===== src/tmge_pkg.sv =====
package tmge_pkg;

  // Configuration register map
  localparam int unsigned CFG_IDX_W = 3;
  localparam logic [CFG_IDX_W-1:0] REG_CELL_WIDTH   = 3'd0;
  localparam logic [CFG_IDX_W-1:0] REG_CELL_HEIGHT  = 3'd1;
  localparam logic [CFG_IDX_W-1:0] REG_ESCAPE_CHAR  = 3'd2;
  localparam logic [CFG_IDX_W-1:0] REG_RESET_CHAR   = 3'd3;
  localparam logic [CFG_IDX_W-1:0] REG_NEWLINE_CHAR = 3'd4;
  localparam logic [CFG_IDX_W-1:0] REG_COLOR_CHAR   = 3'd5;

  localparam logic [7:0] CELL_WIDTH_RST   = 8'd8;
  localparam logic [7:0] CELL_HEIGHT_RST  = 8'd12;
  localparam logic [7:0] ESCAPE_CHAR_RST  = 8'd124;
  localparam logic [7:0] RESET_CHAR_RST   = 8'd114;
  localparam logic [7:0] NEWLINE_CHAR_RST = 8'd110;
  localparam logic [7:0] COLOR_CHAR_RST   = 8'd99;

  // Parser modes
  localparam logic [1:0] MODE_NORMAL = 2'd0;
  localparam logic [1:0] MODE_ESCAPE = 2'd1;
  localparam logic [1:0] MODE_HEX    = 2'd2;

  localparam logic [31:0] COLOR_WHITE = 32'hFFFF_FFFF;

  // Color code length and its capture buffer index
  localparam int unsigned HEX_DIGITS = 8;
  localparam int unsigned PEND_IDX_W = $clog2(HEX_DIGITS);

  localparam int unsigned STACK_DEPTH_DEF   = 16;
  localparam int unsigned ATLAS_COLUMNS_DEF = 16;

  typedef struct packed {
    logic [7:0]         char_code;
    logic               is_final;
    logic signed [15:0] origin_x;
    logic signed [15:0] origin_y;
  } in_item_t;

  typedef struct packed {
    logic [7:0]         glyph;
    logic [11:0]        atlas_x;
    logic [11:0]        atlas_y;
    logic signed [15:0] screen_x;
    logic signed [15:0] screen_y;
    logic [31:0]        rgba;
    logic               run_end;
  } out_item_t;

  typedef struct packed {
    logic [7:0] cell_width;
    logic [7:0] cell_height;
    logic [7:0] escape_char;
    logic [7:0] reset_char;
    logic [7:0] newline_char;
    logic [7:0] color_char;
  } cfg_regs_t;

  // Controller to datapath
  typedef struct packed {
    logic                  step;     // process one character this cycle
    logic                  src_rep;  // character comes from the capture buffer
    logic [PEND_IDX_W-1:0] rp_idx;
    logic                  last;     // character is the final one of the string
    logic                  seq_end;  // no more characters queued for this word
    logic                  flush;    // send the held glyph as the closing one
  } ctl_cmd_t;

  // Datapath to controller
  typedef struct packed {
    logic                  out_free;
    logic                  replay;
    logic [PEND_IDX_W-1:0] rp_last;
    logic                  flush_need;
    logic                  hold_vld;
  } dp_stat_t;

  // Atlas column (want_rem) or row of every code, built by counting
  function automatic logic [2047:0] col_tab(input int cols, input bit want_rem);
    logic [2047:0] tab;
    int q;
    int r;
    tab = '0;
    q = 0;
    r = 0;
    for (int g = 0; g < 256; g++) begin
      tab[g*8 +: 8] = want_rem ? 8'(r) : 8'(q);
      r++;
      if (r == cols) begin
        r = 0;
        q++;
      end
    end
    return tab;
  endfunction

  // {valid, value} of one hex digit character
  function automatic logic [4:0] hex_nibble(input logic [7:0] c);
    logic [7:0] d;
    d = 8'd0;
    if (c inside {[8'h30:8'h39]}) begin
      d = c - 8'h30;
      return {1'b1, d[3:0]};
    end else if (c inside {[8'h41:8'h46]}) begin
      d = c - 8'h37;
      return {1'b1, d[3:0]};
    end else if (c inside {[8'h61:8'h66]}) begin
      d = c - 8'h57;
      return {1'b1, d[3:0]};
    end
    return 5'd0;
  endfunction

endpackage


===== src/text_markup_glyph_emitter_core.sv =====
// Text markup glyph emitter: takes one character per word and returns its glyphs with atlas
// cell origin, screen position and current color; inline escapes select the escape glyph,
// color pop, newline and an RRGGBBAA color push. A character is taken in any cycle in which
// the output register is free, and its glyph sits on the output from the next cycle. When a
// string ends inside a color code, the captured characters, the final one included, are fed
// again through the same single-character parser, one per cycle, followed by the characters
// of any color code cut again inside the replayed text; the word closes with a flush when
// the final replayed character makes a glyph while an earlier one is still held back. No new
// character is taken during replay or flush. A stalled output word holds off both input and
// replay. The color stack below its top entry sits in a memory with a registered read port.
module text_markup_glyph_emitter_core import tmge_pkg::*; #(
  parameter int unsigned STACK_DEPTH   = STACK_DEPTH_DEF,
  parameter int unsigned ATLAS_COLUMNS = ATLAS_COLUMNS_DEF
) (
  input  logic                 clk_i,
  input  logic                 rst_ni,
  input  logic                 in_valid_i,
  output logic                 in_stall_o,
  input  in_item_t             in_data_i,
  output logic                 out_valid_o,
  input  logic                 out_stall_i,
  output out_item_t            out_data_o,
  input  logic                 cfg_valid_i,
  output logic                 cfg_ready_o,
  input  logic [CFG_IDX_W-1:0] cfg_index_i,
  input  logic [7:0]           cfg_data_i
);

  cfg_regs_t cfg;
  ctl_cmd_t  cmd;
  dp_stat_t  stat;

  assign cfg_ready_o = 1'b1;

  tmge_cfg u_cfg (
    .clk_i       (clk_i),
    .rst_ni      (rst_ni),
    .cfg_valid_i (cfg_valid_i),
    .cfg_index_i (cfg_index_i),
    .cfg_data_i  (cfg_data_i),
    .cfg_o       (cfg)
  );

  tmge_ctrl u_ctrl (
    .clk_i      (clk_i),
    .rst_ni     (rst_ni),
    .in_valid_i (in_valid_i),
    .in_fin_i   (in_data_i.is_final),
    .stat_i     (stat),
    .cmd_o      (cmd),
    .in_stall_o (in_stall_o)
  );

  tmge_dp #(
    .STACK_DEPTH   (STACK_DEPTH),
    .ATLAS_COLUMNS (ATLAS_COLUMNS)
  ) u_dp (
    .clk_i       (clk_i),
    .rst_ni      (rst_ni),
    .cfg_i       (cfg),
    .in_data_i   (in_data_i),
    .cmd_i       (cmd),
    .stat_o      (stat),
    .out_valid_o (out_valid_o),
    .out_stall_i (out_stall_i),
    .out_data_o  (out_data_o)
  );

  // A new word never starts while a glyph of the previous one is held back
  a_no_accept_with_hold: assert property (@(posedge clk_i) disable iff (!rst_ni)
    (in_valid_i && !in_stall_o) |-> !stat.hold_vld)
    else $error("word accepted while a glyph is held");

  // Flush only sends a glyph that is actually held
  a_flush_has_hold: assert property (@(posedge clk_i) disable iff (!rst_ni)
    cmd.flush |-> stat.hold_vld)
    else $error("flush without held glyph");

  // Replay only starts on the final character of a string
  a_replay_on_last: assert property (@(posedge clk_i) disable iff (!rst_ni)
    (cmd.step && stat.replay) |-> cmd.last)
    else $error("replay on a non-final character");

endmodule


===== src/tmge_cfg.sv =====
module tmge_cfg import tmge_pkg::*; (
  input  logic                 clk_i,
  input  logic                 rst_ni,
  input  logic                 cfg_valid_i,
  input  logic [CFG_IDX_W-1:0] cfg_index_i,
  input  logic [7:0]           cfg_data_i,
  output cfg_regs_t            cfg_o
);

  cfg_regs_t regs_q;

  // Register file, unknown indexes are dropped
  always_ff @(posedge clk_i or negedge rst_ni) begin
    if (!rst_ni) begin
      regs_q.cell_width   <= CELL_WIDTH_RST;
      regs_q.cell_height  <= CELL_HEIGHT_RST;
      regs_q.escape_char  <= ESCAPE_CHAR_RST;
      regs_q.reset_char   <= RESET_CHAR_RST;
      regs_q.newline_char <= NEWLINE_CHAR_RST;
      regs_q.color_char   <= COLOR_CHAR_RST;
    end else if (cfg_valid_i) begin
      case (cfg_index_i)
        REG_CELL_WIDTH:   regs_q.cell_width   <= cfg_data_i;
        REG_CELL_HEIGHT:  regs_q.cell_height  <= cfg_data_i;
        REG_ESCAPE_CHAR:  regs_q.escape_char  <= cfg_data_i;
        REG_RESET_CHAR:   regs_q.reset_char   <= cfg_data_i;
        REG_NEWLINE_CHAR: regs_q.newline_char <= cfg_data_i;
        REG_COLOR_CHAR:   regs_q.color_char   <= cfg_data_i;
        default: ;
      endcase
    end
  end

  assign cfg_o = regs_q;

endmodule


===== src/tmge_ctrl.sv =====
module tmge_ctrl import tmge_pkg::*; (
  input  logic      clk_i,
  input  logic      rst_ni,
  input  logic      in_valid_i,
  input  logic      in_fin_i,
  input  dp_stat_t  stat_i,
  output ctl_cmd_t  cmd_o,
  output logic      in_stall_o
);

  localparam logic [1:0] ST_RUN    = 2'd0;
  localparam logic [1:0] ST_REPLAY = 2'd1;
  localparam logic [1:0] ST_FLUSH  = 2'd2;

  logic [1:0]            state_q, state_d;
  logic [PEND_IDX_W-1:0] rp_idx_q, rp_idx_d;
  logic [PEND_IDX_W-1:0] rp_last_q, rp_last_d;
  logic                  at_rp_last;

  assign at_rp_last = (rp_idx_q == rp_last_q);

  // Commands
  assign in_stall_o     = !((state_q == ST_RUN) && stat_i.out_free);
  assign cmd_o.src_rep  = (state_q == ST_REPLAY);
  assign cmd_o.rp_idx   = rp_idx_q;
  assign cmd_o.step     = stat_i.out_free &&
                          (((state_q == ST_RUN) && in_valid_i) || (state_q == ST_REPLAY));
  assign cmd_o.last     = (state_q == ST_REPLAY) ? at_rp_last : in_fin_i;
  assign cmd_o.seq_end  = (state_q == ST_REPLAY) ? at_rp_last : 1'b1;
  assign cmd_o.flush    = (state_q == ST_FLUSH) && stat_i.out_free;

  // Sequencer: live input, replay of a cut color code, closing flush
  always_comb begin
    state_d   = state_q;
    rp_idx_d  = rp_idx_q;
    rp_last_d = rp_last_q;
    case (state_q)
      ST_RUN, ST_REPLAY: begin
        if (cmd_o.step) begin
          if (stat_i.replay) begin
            state_d   = ST_REPLAY;
            rp_idx_d  = '0;
            rp_last_d = stat_i.rp_last;
          end else if (cmd_o.seq_end) begin
            state_d = stat_i.flush_need ? ST_FLUSH : ST_RUN;
          end else begin
            rp_idx_d = rp_idx_q + 1'b1;
          end
        end
      end
      ST_FLUSH: begin
        if (cmd_o.flush) state_d = ST_RUN;
      end
      default: state_d = ST_RUN;
    endcase
  end

  always_ff @(posedge clk_i or negedge rst_ni) begin
    if (!rst_ni) begin
      state_q   <= ST_RUN;
      rp_idx_q  <= '0;
      rp_last_q <= '0;
    end else begin
      state_q   <= state_d;
      rp_idx_q  <= rp_idx_d;
      rp_last_q <= rp_last_d;
    end
  end

endmodule


===== src/tmge_dp.sv =====
module tmge_dp import tmge_pkg::*; #(
  parameter int unsigned STACK_DEPTH   = STACK_DEPTH_DEF,
  parameter int unsigned ATLAS_COLUMNS = ATLAS_COLUMNS_DEF
) (
  input  logic      clk_i,
  input  logic      rst_ni,
  input  cfg_regs_t cfg_i,
  input  in_item_t  in_data_i,
  input  ctl_cmd_t  cmd_i,
  output dp_stat_t  stat_o,
  output logic      out_valid_o,
  input  logic      out_stall_i,
  output out_item_t out_data_o
);

  localparam int unsigned SW = $clog2(STACK_DEPTH);
  localparam int unsigned DW = $clog2(STACK_DEPTH + 1);
  localparam logic [2047:0] ROW_TAB = col_tab(ATLAS_COLUMNS, 1'b0);
  localparam logic [2047:0] COL_TAB = col_tab(ATLAS_COLUMNS, 1'b1);

  // Parser and cursor state
  logic [1:0]  mode_q, mode_d;
  logic        active_q, active_d;
  logic [15:0] cur_x_q, cur_x_d, cur_y_q, cur_y_d;
  logic [DW-1:0] depth_q, depth_d;
  logic [31:0] top_q, top_d;
  logic [31:0] below_q;
  logic [31:0] stack_mem [STACK_DEPTH];
  logic [31:0] hex_val_q, hex_val_d;
  logic [PEND_IDX_W-1:0] hex_cnt_q, hex_cnt_d;
  logic        stopped_q, stopped_d;
  logic [7:0]  pend_q [HEX_DIGITS];
  logic [15:0] ox_q, oy_q;

  // Glyph staging
  out_item_t   hold_q, out_q, new_g, push_item;
  logic        hold_vld_q, out_vld_q;

  // Step decode
  logic [7:0]  ch;
  logic [15:0] ox, oy;
  logic [1:0]  mode_e;
  logic [DW-1:0] depth_e;
  logic [31:0] top_e;
  logic [15:0] cx_e, cy_e;
  logic        emit, push, pop, replay, finish, pend_we;
  logic        push_room;
  logic [4:0]  nib;
  logic [DW-1:0] wr_full, rd_full;
  logic [SW-1:0] wr_addr, rd_addr;
  logic [7:0]  col_r, row_r;
  logic [15:0] ax_prod, ay_prod;
  logic        item_end, direct, hold_mid, hold_end, push_any, capture, out_free;

  // Character source and string-start view of the state
  assign ch      = cmd_i.src_rep ? pend_q[cmd_i.rp_idx] : in_data_i.char_code;
  assign ox      = cmd_i.src_rep ? ox_q : in_data_i.origin_x;
  assign oy      = cmd_i.src_rep ? oy_q : in_data_i.origin_y;
  assign mode_e  = active_q ? mode_q  : MODE_NORMAL;
  assign depth_e = active_q ? depth_q : DW'(1);
  assign top_e   = active_q ? top_q   : COLOR_WHITE;
  assign cx_e    = active_q ? cur_x_q : ox;
  assign cy_e    = active_q ? cur_y_q : oy;
  assign nib     = hex_nibble(ch);
  assign push_room = (depth_q < DW'(STACK_DEPTH));

  // Parse one character
  always_comb begin
    mode_d    = mode_q;
    active_d  = active_q;
    cur_x_d   = cur_x_q;
    cur_y_d   = cur_y_q;
    depth_d   = depth_q;
    top_d     = top_q;
    hex_val_d = hex_val_q;
    hex_cnt_d = hex_cnt_q;
    stopped_d = stopped_q;
    emit      = 1'b0;
    push      = 1'b0;
    pop       = 1'b0;
    replay    = 1'b0;
    finish    = 1'b0;
    pend_we   = 1'b0;
    if (cmd_i.step) begin
      active_d = 1'b1;
      mode_d   = MODE_NORMAL;
      depth_d  = depth_e;
      top_d    = top_e;
      cur_x_d  = cx_e;
      cur_y_d  = cy_e;
      case (mode_e)
        MODE_ESCAPE: begin
          if (cmd_i.last) begin
            finish = 1'b1;
          end else if (ch == cfg_i.reset_char) begin
            pop = (depth_e > DW'(1));
          end else if (ch == cfg_i.newline_char) begin
            cur_x_d = ox;
            cur_y_d = cy_e + {8'd0, cfg_i.cell_height};
          end else if (ch == cfg_i.color_char) begin
            mode_d    = MODE_HEX;
            hex_cnt_d = '0;
            hex_val_d = '0;
            stopped_d = 1'b0;
          end else if (ch == cfg_i.escape_char) begin
            emit = 1'b1;
          end
        end
        MODE_HEX: begin
          pend_we   = 1'b1;
          stopped_d = stopped_q | !nib[4];
          if (!stopped_q && nib[4]) hex_val_d = {hex_val_q[27:0], nib[3:0]};
          if (hex_cnt_q == PEND_IDX_W'(HEX_DIGITS - 1)) begin
            push      = 1'b1;
            hex_cnt_d = '0;
            finish    = cmd_i.last;
          end else if (cmd_i.last) begin
            replay    = 1'b1;
            hex_cnt_d = '0;
          end else begin
            mode_d    = MODE_HEX;
            hex_cnt_d = hex_cnt_q + 1'b1;
          end
        end
        default: begin
          if ((ch == cfg_i.escape_char) && !cmd_i.last) begin
            mode_d = MODE_ESCAPE;
          end else begin
            emit   = 1'b1;
            finish = cmd_i.last;
          end
        end
      endcase
      if (emit) cur_x_d = cx_e + {8'd0, cfg_i.cell_width};
      if (pop) begin
        depth_d = depth_q - DW'(1);
        top_d   = below_q;
      end
      if (push) begin
        top_d = hex_val_d;
        if (push_room) depth_d = depth_q + DW'(1);
      end
      if (finish) begin
        active_d  = 1'b0;
        mode_d    = MODE_NORMAL;
        hex_cnt_d = '0;
      end
    end
  end

  // Color stack below the top entry
  assign wr_full = depth_q - DW'(1);
  assign rd_full = depth_q - DW'(3);
  assign wr_addr = wr_full[SW-1:0];
  assign rd_addr = rd_full[SW-1:0];

  always_ff @(posedge clk_i) begin
    if (push && push_room) begin
      stack_mem[wr_addr] <= top_q;
      below_q            <= top_q;
    end else if (pop) begin
      below_q <= stack_mem[rd_addr];
    end
  end

  // Color digit capture, replayed in place
  always_ff @(posedge clk_i) begin
    if (pend_we) pend_q[hex_cnt_q] <= ch;
    if (cmd_i.step && !cmd_i.src_rep) begin
      ox_q <= in_data_i.origin_x;
      oy_q <= in_data_i.origin_y;
    end
  end

  always_ff @(posedge clk_i or negedge rst_ni) begin
    if (!rst_ni) begin
      mode_q    <= MODE_NORMAL;
      active_q  <= 1'b0;
      cur_x_q   <= '0;
      cur_y_q   <= '0;
      depth_q   <= DW'(1);
      top_q     <= COLOR_WHITE;
      hex_val_q <= '0;
      hex_cnt_q <= '0;
      stopped_q <= 1'b0;
    end else begin
      mode_q    <= mode_d;
      active_q  <= active_d;
      cur_x_q   <= cur_x_d;
      cur_y_q   <= cur_y_d;
      depth_q   <= depth_d;
      top_q     <= top_d;
      hex_val_q <= hex_val_d;
      hex_cnt_q <= hex_cnt_d;
      stopped_q <= stopped_d;
    end
  end

  // Glyph fields
  assign col_r   = COL_TAB[{ch, 3'b000} +: 8];
  assign row_r   = ROW_TAB[{ch, 3'b000} +: 8];
  assign ax_prod = {8'd0, col_r} * {8'd0, cfg_i.cell_width};
  assign ay_prod = {8'd0, row_r} * {8'd0, cfg_i.cell_height};

  always_comb begin
    new_g.glyph    = ch;
    new_g.atlas_x  = ax_prod[11:0];
    new_g.atlas_y  = ay_prod[11:0];
    new_g.screen_x = cx_e;
    new_g.screen_y = cy_e;
    new_g.rgba     = top_e;
    new_g.run_end  = 1'b0;
  end

  // A glyph is held back until it is known whether it closes the word
  assign item_end = cmd_i.step && cmd_i.seq_end && !replay;
  assign direct   = emit && item_end && !hold_vld_q;
  assign hold_mid = emit && hold_vld_q;
  assign hold_end = item_end && !emit && hold_vld_q;
  assign capture  = emit && !direct;
  assign push_any = direct || hold_mid || hold_end || cmd_i.flush;
  assign out_free = !out_vld_q || !out_stall_i;

  always_comb begin
    push_item = hold_q;
    if (direct) begin
      push_item         = new_g;
      push_item.run_end = 1'b1;
    end else begin
      push_item.run_end = !hold_mid;
    end
  end

  always_ff @(posedge clk_i) begin
    if (capture)  hold_q <= new_g;
    if (push_any) out_q  <= push_item;
  end

  always_ff @(posedge clk_i or negedge rst_ni) begin
    if (!rst_ni) begin
      hold_vld_q <= 1'b0;
      out_vld_q  <= 1'b0;
    end else begin
      if (capture)                       hold_vld_q <= 1'b1;
      else if (hold_end || cmd_i.flush)  hold_vld_q <= 1'b0;
      if (push_any)                      out_vld_q  <= 1'b1;
      else if (!out_stall_i)             out_vld_q  <= 1'b0;
    end
  end

  assign out_valid_o = out_vld_q;
  assign out_data_o  = out_q;

  // Status
  assign stat_o.out_free   = out_free;
  assign stat_o.replay     = replay;
  assign stat_o.rp_last    = hex_cnt_q;
  assign stat_o.flush_need = hold_mid && item_end;
  assign stat_o.hold_vld   = hold_vld_q;

endmodule

===== config.mk =====
export PLATFORM = sky130hd
export DESIGN_NAME = text_markup_glyph_emitter_core
export DESIGN_NICKNAME = d
export VERILOG_FILES = /design/src/tmge_pkg.sv /design/src/text_markup_glyph_emitter_core.sv /design/src/tmge_cfg.sv /design/src/tmge_ctrl.sv /design/src/tmge_dp.sv
export SDC_FILE = /design/constraint.sdc
export NUM_CORES = 1
export LEC_CHECK = 0
export BUFFER_PORTS_ARGS = -buffer_cell sky130_fd_sc_hd__buf_2
export CAP_MARGIN = 20
export CORE_MARGIN = 4
export CORE_UTILIZATION = 45
export CTS_CLUSTER_DIAMETER = 200
export DETAILED_ROUTE_END_ITERATION = 8
export HOLD_SLACK_MARGIN = 0.12
export SLEW_MARGIN = 10
export SYNTH_ARGS = -nofsm -noshare
export SYNTH_HDL_FRONTEND = slang
export SYNTH_SLANG_ARGS = --single-unit

===== constraint.sdc =====
create_clock -name clk_i -period 9.2 [get_ports clk_i]
set_input_delay 0 -clock clk_i [delete_from_list [all_inputs] [get_ports clk_i]]
set_output_delay 0 -clock clk_i [all_outputs]
set_load 0.005 [all_outputs]

# Word level (Yosys, flattened, before mapping)
# Memory sizes are Yosys's and may differ from the RTL's.
# Cells that the tools add are included.
dict set report totals {
  memories 2
  regBits 423
  inputBits 57
  wordCells 252
  ram_bits 576
}
# memory depth word_bits rd rd_clocked_by_memory_dff write_ports line
set memory_table {}
lappend memory_table {u_dp.stack_mem 16 32 1 0 1 tmge_dp.sv:28} ;# logic [31:0] stack_mem [STACK_DEPTH];
lappend memory_table {u_dp.pend_q 8 8 1 0 1 tmge_dp.sv:32} ;# logic [7:0] pend_q [HEX_DIGITS];
dict set report classes {
  bitwise 1
  shift 2
  n_reduce_logical 56
  n_mul 2
  addsub 10
  n_eq_ne 28
  n_lt_le_gt_ge 8
  n_mux 107
}
# cell n
set op_table {}
lappend op_table {{$shiftx 2048x12->8 const A} 2}
lappend op_table {{$mux 32} 10}
lappend op_table {{$mux 16} 13}
lappend op_table {{$mux 96} 1}
lappend op_table {{$pmux 32 s2} 1}
lappend op_table {{$mux 1} 45}
lappend op_table {{$mux 5} 8}
lappend op_table {{$add 16x8->16} 2}
lappend op_table {{$eq 8x8->1} 4}
lappend op_table {{$mux 3} 9}
lappend op_table {{$mux 2} 13}
lappend op_table {{$mul 8x8->12} 2}
lappend op_table {{$logic_and 1x1->1} 20}
lappend op_table {{$ge 8x7->1 const B} 2}
lappend op_table {{$le 8x7->1 const B} 2}
lappend op_table {{$logic_not 1->1} 12}
lappend op_table {{$reduce_and 2->1} 6}
lappend op_table {{$reduce_and 6->1} 2}
lappend op_table {{$eq 3x3->1 const B} 3}
lappend op_table {{$ne 3x3->1 const B} 3}
lappend op_table {{$reduce_and 3->1} 3}
lappend op_table {{$ge 8x6->1 const B} 1}
lappend op_table {{$le 8x6->1 const B} 1}
lappend op_table {{$mux 8} 1}
lappend op_table {{26 further kinds} 48}

# Longest topological paths before layout
# Gate-level depths: netlist (run 1).
dict set report logic_depth {
  ltp_word 18
  depth_mapped 27
  depth_no_buf 23
}

# Modules after synthesis
# Synthesis (run 1) repeated with hierarchy kept, for this count alone.
dict set report hier_totals {
  cells_unflattened 2871
  area_unflattened_um2 44691.6
}
# module cells_per_inst seq_area_each_um2 area_per_inst_um2 instances
set modules_own_cells {}
lappend modules_own_cells {tmge_dp 2713 27807.9 42318.1 1}
lappend modules_own_cells {tmge_cfg 106 1227.4 1859.3 1}
lappend modules_own_cells {tmge_ctrl 50 200.2 503.0 1}
lappend modules_own_cells {text_markup_glyph_emitter_core 2 0.0 11.3 1}

# Worst setup path after synthesis (run 1)
# Ideal clock, no wire load.
dict set report synth_timing {
  path_type {flip-flop to flip-flop}
  start {reg u_dp.active_q}
  end {reg u_dp.hold_q[10] (netlist name), enable pin}
  arrival_time_ps 7144
  setup_time_ps 564
  required_time_ps 8636
  n_path_buf 5
  setup_slack_ps 1492
  stages_incl_launch_ff 15
  period_less_slack_ps 7708
  path_cell_list {dfrtp_1 > clkbuf_1 > clkbuf_1 > clkbuf_1 > buf_1 > nand2_1 > inv_1 > ha_1 > clkbuf_1 > nor2b_1 > nand2_1 > nor2_1 > a21o_1 > nor2_1 > nor2b_1}
}
dict set report synth_between {
  elab_chain_cells 10
  word_cells_on_any_way 14
}
# element line
set synth_rtl {}
lappend synth_rtl {{start, declared} tmge_dp.sv:23} ;# logic active_q, active_d;
lappend synth_rtl {{start signal, assigned} tmge_dp.sv:188} ;# active_q <= active_d;
lappend synth_rtl {{$mux 2 *} tmge_dp.sv:59} ;# assign mode_e = active_q ? mode_q : MODE_NORMAL;
lappend synth_rtl {{parallel branches: the longest is 8 deep, another holds $eq 2x2->1} n/a}
lappend synth_rtl {{$logic_and 1x1->1 *} tmge_dp.sv:220} ;# assign capture = emit && !direct;
lappend synth_rtl {{net u_dp.capture} tmge_dp.sv:53} ;# logic item_end, direct, hold_mid, hold_end, push_any, capture, out_free;
lappend synth_rtl {{end signal, assigned} tmge_dp.sv:235} ;# if (capture) hold_q <= new_g;
lappend synth_rtl {{end, declared} tmge_dp.sv:36} ;# out_item_t hold_q, out_q, new_g, push_item;
# Mark *: on every way through the listed nets, which the timed path passes. The select of a mux whose other input is x is not followed.
# A chain may end at the register's enable or synchronous reset.

==> flow_metrics.env, run 1 <==
export IMPL_setup_violations=0
export IMPL_synth_nets=2864
export IMPL_power_mw=12.1
export IMPL_die_area_mm2=0.102
export IMPL_overflow=0
export IMPL_ys_warn_count=0
export IMPL_hpwl_um=66800
export IMPL_fin_crit_sh=0.658
export IMPL_num_rows=114
export IMPL_drive_gt1_frac=0.255
export IMPL_drc_errors=0
export IMPL_synth_edf_count=833
export IMPL_dp_worst_setup_slack_ps=3160
export IMPL_place_gp_congestion=0.885
export IMPL_r2r_end="u_dp.out_data_o[76]$_DFFE_PP_"
export IMPL_dieWidth_um=320
export IMPL_clk_latency_ps=690
export IMPL_io_pins=157
export IMPL_endpoint_kind="register"
export IMPL_final_antenna_net_count=0
export IMPL_place_area_mm2=0.0460
export IMPL_crit_path_start="u_ctrl.rp_idx_q[0]$_DFFE_PN0P_"
export IMPL_synth_seq_cells=999
export IMPL_htree_levels=3
export IMPL_final_nets=3133
export IMPL_synth_mux_area_frac=0.141
export IMPL_syn_instance_count=2686
export IMPL_p_leak_nw=18.3
export IMPL_synth_xor_area_frac=0.0218
export IMPL_p_comb_frac=0.185
export IMPL_p_int_mw=8.95
export IMPL_synth_top_family_by_area="multiplexers"
export IMPL_synthArstFlopShare=0.166
export IMPL_drt_wl_total_um=110000
export IMPL_cp_data_required_time_ps=9610
export IMPL_syn_area_per_cell_um2=16.3
export IMPL_diodes=0
export IMPL_fmax_mhz=165
export IMPL_synthTopCellsByArea="edfxtp_1 57%, mux4_2 8.4%, dfrtp_1 6.4%, mux2_2 3.6%, dfstp_2 3.2%"
export IMPL_ys_seq_area_frac=0.669
export IMPL_seqPwrFrac=0.462
export IMPL_synth_compound_area_frac=0.0575
export IMPL_cts_root_buf="clkbuf_16"
export IMPL_finalCriticalPeriod_ps=6060
export IMPL_grt_max_degree=103
export IMPL_finalHoldViolCount=0
export IMPL_rsz0062_at_grt="false"
export IMPL_rr_startpoint="u_ctrl.rp_idx_q[0]$_DFFE_PN0P_"
export IMPL_yosys_area_top_type="edfxtp_1"
export IMPL_crit_fanout=21
export IMPL_max_cap_viol_count=0
export IMPL_track_usage=0.215
export IMPL_drv_slew=0
export IMPL_worstMarginPinSlew_ps=1140
export IMPL_critical_path_arrival_ps=6470
export IMPL_fp_coreArea_mm2=0.0966
export IMPL_yosys_area_share_adder=0.0393
export IMPL_die_y_um=320
export IMPL_yosys_most_used_dff="edfxtp_1"
export IMPL_grt_pass1_wl_um=166000
export IMPL_fin_hold_ws_ps=176
export IMPL_portBuffers=155
export IMPL_r2r_slack_ps=3140
export IMPL_status="completed"
export IMPL_cp_endpoint="u_dp.out_data_o[76]$_DFFE_PP_"
export IMPL_antenna_found_initial=4
export IMPL_cts_buffers=105
export IMPL_area_delta_synth_final_pct=15.8
export IMPL_power_density_mw_per_mm2=240
export IMPL_cts_tree="built"
export IMPL_n_fill_cell=7798
export IMPL_first_global_vias=25800
export IMPL_slew_limit_headroom=0.232
export IMPL_setup_tns_ps=0
export IMPL_vias_per_cell=5.75
export IMPL_fin_skew_ps=43.9
export IMPL_firstDrtPassIters=6
export IMPL_cts_sinks=999
export IMPL_start_kind="register"
export IMPL_num_vias=24800
export IMPL_synth_area_mm2=0.0437
export IMPL_initial_core_util=0.453
export IMPL_cts_resized=0
export IMPL_hold_class="in -> reg"
export IMPL_clockBufferDepth=3
export IMPL_routedWlPerCell_um=25.5
export IMPL_reg2regPathDepth=21
export IMPL_stdcell_area_mm2=0.0506
export IMPL_p_sw_mw=3.19
export IMPL_yosys_area_top_type_share=0.572
export IMPL_crit_type="reg -> reg"
export IMPL_ir_drop_uv=140
export IMPL_first_iter_violations=2200
export IMPL_power_frac_clock=0.353
export IMPL_multi_input_area_mm2=0.0136
export IMPL_synth_simple_area_share=0.0485
export IMPL_setup_slack_ps=3140
export IMPL_switching_share=0.262
export IMPL_regArea_mm2=0.0292
export IMPL_yosys_cell_types_count=83
export IMPL_clk_pin_slew_worst_paths_ps=60
==> layer usage <==
metal  global-route usage  part of all wire  vias to the layer above
met4               0.0679             0.029                        0
met1                0.283              0.41                    12900
met2                0.368              0.50                      823
met5                    0                 0                        -
met3               0.0349             0.060                      185
li1                     -                 -                    10900
==> placed cells by master (no fill, tap or decap), drive strengths merged, types with 36 or more instances in the layout <==
| cell type | netlist | layout |
|---|---|---|
| edfxtp | 833 | 833 |
| buf | 51 | 216 |
| nand2 | 180 | 180 |
| mux4 | 164 | 164 |
| mux2 | 156 | 156 |
| clkbuf | 94 | 146 |
| dfrtp | 112 | 112 |
| inv | 102 | 106 |
| o21ai | 96 | 96 |
| ha | 95 | 95 |
| dlygate4sd3 | 0 | 91 |
| nor2 | 87 | 87 |
| mux2i | 67 | 67 |
| xor2 | 62 | 62 |
| a21oi | 56 | 56 |
| dfstp | 54 | 54 |
| xnor2 | 47 | 47 |
| and2 | 46 | 46 |
| o22ai | 36 | 36 |
| clkinv | 2 | 36 |
==> synth_stat cells (6+ instances only) <==
library cell,instances
clkbuf_1,94
o22ai_1,36
nand3_1,20
nand2_1,180
and3_1,20
a221oi_1,18
mux4_2,164
edfxtp_1,833
a31oi_1,19
o211ai_1,18
a22o_1,35
a22oi_1,11
dfrtp_1,112
dfstp_2,54
a21o_1,14
nand2b_1,35
a211oi_1,8
buf_6,6
nand4_1,10
and2_1,45
nor2_1,87
nor3_1,15
a21oi_1,56
buf_1,16
o31ai_1,10
buf_2,26
nor2b_1,10
mux2i_1,65
inv_1,101
xnor2_1,47
mux2_1,16
xor2_1,62
mux2_2,140
fa_1,26
o21ai_0,91
ha_1,95
o21bai_1,9
==> power by group through the flow <==
stage          registers, mW  clock network, mW  logic [mW]
6_report                5.61               4.28        2.24
5_1_grt                 5.64               4.58        2.49
4_1_cts                 5.61               4.38        2.26
3_5_place_dp            5.70                  0        2.21
3_3_place_gp            5.67                  0        2.18
2_1_floorplan           5.58                  0        1.64
==> through the flow <==
| step | cells | util |
|---|---|---|
| 2_1_floorplan | 2686 | - |
| 3_3_place_gp | 4026 | 0.477 |
| 3_5_place_dp | 4027 | 0.477 |
| 6_report | 4321 | 0.524 |
| 5_1_grt | 4321 | 0.524 |
| 4_1_cts | 4316 | 0.523 |
==> sequential cells by signal, indices dropped and copies added (netlist names), 3 cells and up <==
| register | flops |
|---|---|
| u_dp.hex_val_q | 32 |
| u_dp.stack_mem | 512 |
| u_dp.below_q | 32 |
| u_dp.top_q | 32 |
| u_cfg.cfg_o | 48 |
| u_dp.hold_q | 96 |
| u_dp.ox_q | 16 |
| u_dp.pend_q | 64 |
| u_ctrl.rp_idx_q | 3 |
| u_dp.cur_x_q | 16 |
| u_dp.out_data_o | 97 |
| u_dp.depth_q | 5 |
| u_dp.cur_y_q | 16 |
| u_dp.hex_cnt_q | 3 |
| u_ctrl.rp_last_q | 3 |
| u_dp.oy_q | 16 |
==> what timing repair did <==
action                    4_1_cts  5_1_grt
buffers inserted                0        0
hold endpoints to repair      325        0
hold buffers                   92        0
==> worst min path at each step <==
stage | to | from | depth (start not counted) | slack, ps
after CTS | u_dp.ox_q[11]$_DFFE_PP_ | in_data_i[27] | 2 | 120
after detailed placement | u_cfg.cfg_o[16]$_DFFE_PN0P_ | rst_ni | 1 | 160
after global placement | u_cfg.cfg_o[15]$_DFFE_PN0P_ | rst_ni | 1 | 170
final | u_dp.ox_q[11]$_DFFE_PP_ | in_data_i[27] | 2 | 180
after floorplan | u_cfg.cfg_o[12]$_DFFE_PN0P_ | rst_ni | 0 | -300
after global routing | u_dp.ox_q[11]$_DFFE_PP_ | in_data_i[27] | 2 | 160
==> cell type report <==
type | count | area share
sequential | 999 | 0.578
multi-input combinational | 1438 | 0.269
clock inverter | 51 | 0.0110
timing repair buffer | 307 | 0.0448
tap | 1276 | 0.0315
inverter | 104 | 0.00771
clock buffer | 146 | 0.0586
==> critical path, cell delays in order, from the launching register on <==
cell and delay, ps:
dfrtp_1 690, buf_4 450, mux2i_1 140, a22oi_1 190, nand2_1 290, o21ai_1 630, and2_1 240, fa_1 430
ha_1 300, ha_1 270, inv_1 40, fa_1 470, inv_1 40, ha_1 310, a21oi_1 160, o21bai_1 100
a21oi_1 160, o21bai_1 100, a21o_1 190, a21oi_1 170, xnor2_1 100, mux2_1 280
==> cell families after synthesis <==
group,count (synthesis)
flops,999
simple gates,447
mux,387
compound gates,372
buf+inv,249
fa+ha+maj,122
xor+xnor,109
other cells,1
(Power assumes the default switching activity.)
==> run 2, diff against run 1 <==
--- a/config.mk
+++ b/config.mk
@@ -5,6 +5,7 @@
 export SDC_FILE = /design/constraint.sdc
 export NUM_CORES = 1
 export LEC_CHECK = 0
+export ABC_AREA = 1
 export BUFFER_PORTS_ARGS = -buffer_cell sky130_fd_sc_hd__buf_2
 export CAP_MARGIN = 20
 export CORE_MARGIN = 4
==> constraint.sdc (replaced) <==
create_clock -name clk_i -period 5.3 [get_ports clk_i]
set_input_delay 0 -clock clk_i [delete_from_list [all_inputs] [get_ports clk_i]]
set_output_delay 0 -clock clk_i [all_outputs]
set_load 0.005 [all_outputs]
==> run 2 against run 1 <==
  * Sequential cell count unchanged
  * Final cell count up 29%
  * Global-route usage up 1.7 points
  * Wire length up 11%
  * Register-to-register slack worse by 2700 ps
  * Critical path type unchanged
==> flow_metrics.env, run 2 <==
export IMPL_status="completed"
export IMPL_num_vias=30800
export IMPL_rsz0062_at_grt="false"
export IMPL_regMostFlops="u_dp.stack_mem"
export IMPL_ys_warn_count=0
export IMPL_reg2regPathDepth=28
export IMPL_first_iter_violations=2863
export IMPL_synth_edf_count=833
export IMPL_fin_skew_ps=27.3
export IMPL_syn_instance_count=4003
export IMPL_cts_tree="built"
export IMPL_ir_drop_uv=357
export IMPL_initial_core_util=0.453
export IMPL_setup_tns_ps=0
export IMPL_yosys_most_used_dff="edfxtp_1"
export IMPL_crit_path_start="u_ctrl.rp_idx_q[0]$_DFFE_PN0P_"
export IMPL_finalHoldViolCount=0
export IMPL_track_usage=0.232
export IMPL_hold_class="in -> reg"
export IMPL_p_leak_nw=19.4
export IMPL_die_y_um=323
export IMPL_yosys_cell_types_count=47
export IMPL_syn_area_per_cell_um2=11.1
export IMPL_stdcell_area_mm2=0.0514
export IMPL_worstHoldStart="in_data_i[37]"
export IMPL_final_common_cell="edfxtp_1"
export IMPL_final_nets=4392
export IMPL_final_cell_mix="833 x edfxtp_1, 798 x nand2_1, 445 x nor2_1"
export IMPL_synth_area_mm2=0.0446
export IMPL_cts_buffers=105
export IMPL_synth_seq_cells=999
export IMPL_diodes=0
export IMPL_critical_path_arrival_ps=5420
export IMPL_clockBufferDepth=3
export IMPL_cts_root_buf="clkbuf_16"
export IMPL_fp_coreArea_mm2=0.0983
export IMPL_crit_fanout=15
export IMPL_endpoint_kind="register"
export IMPL_hold_end="u_dp.mode_q[0]$_DFFE_PN0P_"
export IMPL_cp_data_required_time_ps=5850
export IMPL_fin_hold_ws_ps=163
export IMPL_io_pins=157
export IMPL_hpwl_um=73000
export IMPL_synth_common_cells="833 x edfxtp_1, 798 x nand2_1, 464 x nor2_1"
export IMPL_drt_wl_total_um=122000
export IMPL_critPathSlowestCell="fa_1"
export IMPL_r2r_end="u_dp.out_data_o[75]$_DFFE_PP_"
export IMPL_drc_errors=0
export IMPL_fmax_mhz=205
export IMPL_place_gp_congestion=0.871
export IMPL_max_stage_delay_ps=480
export IMPL_place_area_mm2=0.0470
export IMPL_cts_sinks=999
export IMPL_r2r_slack_ps=430
export IMPL_largest_reg_flops=512
export IMPL_synthArstFlopShare=0.166
export IMPL_drv_slew=0
export IMPL_power_density_mw_per_mm2=578
export IMPL_max_cap_viol_count=0
export IMPL_yosys_area_top_type="edfxtp_1"
export IMPL_final_antenna_net_count=0
export IMPL_synth_nets=4181
export IMPL_vias_per_cell=5.52
export IMPL_firstDrtPassIters=7
export IMPL_post_route_util=0.523
export IMPL_ys_seq_area_frac=0.656
export IMPL_die_area_mm2=0.104
export IMPL_slew_limit_headroom=0.252
export IMPL_grt_pass1_wl_um=184000
export IMPL_fin_crit_sh=0.918
export IMPL_crit_type="reg -> reg"
export IMPL_overflow=0
export IMPL_num_rows=115
export IMPL_dp_worst_setup_slack_ps=303
export IMPL_synthTopCellsByArea="edfxtp_1 56%, nand2_1 6.7%, dfrtp_1 6.3%, o21ai_0 4.6%, nor2_1 3.9%"
export IMPL_setup_slack_ps=433
export IMPL_portBuffers=155
export IMPL_clk_pin_slew_worst_paths_ps=60
export IMPL_routedWlPerCell_um=21.9
export IMPL_finalCriticalPeriod_ps=4870
export IMPL_clk_latency_ps=700
export IMPL_first_global_vias=29700
export IMPL_area_delta_synth_final_pct=15.3
export IMPL_dieWidth_um=323
export IMPL_grt_max_degree=195
export IMPL_antenna_found_initial=0
export IMPL_worstMarginPinSlew_ps=1120
export IMPL_min_path_cells=9
export IMPL_yosys_area_top_type_share=0.561
export IMPL_htree_levels=3
export IMPL_setup_violations=0
export IMPL_start_kind="register"
export IMPL_rr_startpoint="u_ctrl.rp_idx_q[0]$_DFFE_PN0P_"
export IMPL_drive_gt1_frac=0.122
export IMPL_yosys_cell_count_top_type="edfxtp_1"
[run 2: cell types whose count changed after synthesis, sizes merged, moves of 35 or more]
cell,before,now
a22o,35,0
a31oi,19,68
and2,46,0
clkbuf,94,163
inv,102,260
mux2,156,0
mux2i,67,16
mux4,164,0
nand2,180,810
nand2b,35,0
nand3,21,227
nor2,87,469
o21ai,96,451
o221ai,1,126
[run 2: worst max path at each step]
stage	end
floorplan	u_dp.hold_q[10]$_DFFE_PP_
global placement	u_dp.out_data_o[76]$_DFFE_PP_
detailed placement	u_dp.out_data_o[76]$_DFFE_PP_
CTS	u_dp.out_data_o[75]$_DFFE_PP_
global route	u_dp.out_data_o[76]$_DFFE_PP_
finish	u_dp.out_data_o[75]$_DFFE_PP_
[run 2: kinds of logic (layout without fill, tap and decap cells)]
logic type,count (synthesis),in the layout,share of synthesized area
adders and majority gates,121,121,0.0384
muxes,16,16,0.00359
buffers and inverters,482,780,0.0445
and+or+nand+nor,1549,1549,0.142
AOI/OAI and AO/OA,788,788,0.106
xor gates and xnor gates,47,47,0.00924
other,1,1,0.0000842
DFF,999,999,0.656
[run 2: report_power, final]
| part | total, mW | switching [mW] | leakage [nW] | internal, mW |
|---|---|---|---|---|
| sequential | 11.9 | 0.942 | 9.35 | 10.9 |
| combinational | 10.6 | 7.19 | 8.44 | 3.36 |
| clock | 7.23 | 3.10 | 1.65 | 4.13 |
| total | 29.7 | 11.2 | 19.4 | 18.4 |
[run 2: final cells by class]
| class | count | area (um^2) |
|---|---|---|
| well taps | 1287 | 1610 |
| inverters | 264 | 1010 |
| repair buffers | 322 | 2530 |
| fillers | 8620 | 46900 |
| multi-input cells | 2522 | 13600 |
| flip-flops and latches | 999 | 29200 |
| clock buffers | 136 | 2840 |
| clock inverters | 58 | 547 |
[run 2: per-layer routing]
| metal | track usage | routed length (um) | up-vias |
|---|---|---|---|
| met5 | 0.00227 | 0 | - |
| met4 | 0.0771 | 3680 | 0 |
| met3 | 0.0380 | 8000 | 194 |
| met2 | 0.392 | 59400 | 985 |
| met1 | 0.308 | 51100 | 15100 |
| li1 | - | - | 14500 |
[run 2: through the flow]
stage,std cells,power [mW]
2_1_floorplan,4003,18.8
3_3_place_gp,5300,22.2
3_5_place_dp,5300,22.4
4_1_cts,5585,29.8
5_1_grt,5588,31.6
6_report,5588,29.7
[run 2: worst max-delay path: cells and delay by family (launching register included)]
family / cells / cell delay [ps]
flops: 1 / 440
buf+inv: 7 / 700
fa+ha+maj: 5 / 1870
simple gates: 11 / 940
xor+xnor: 1 / 190
compound gates: 4 / 600
[run 2: repair_timing]
action | in CTS | in global routing
setup endpoints to repair | 0 | 5
hold endpoints to repair | 329 | 0
resized for setup | 0 | 11
setup buffers | 0 | 2
hold buffers | 91 | 0
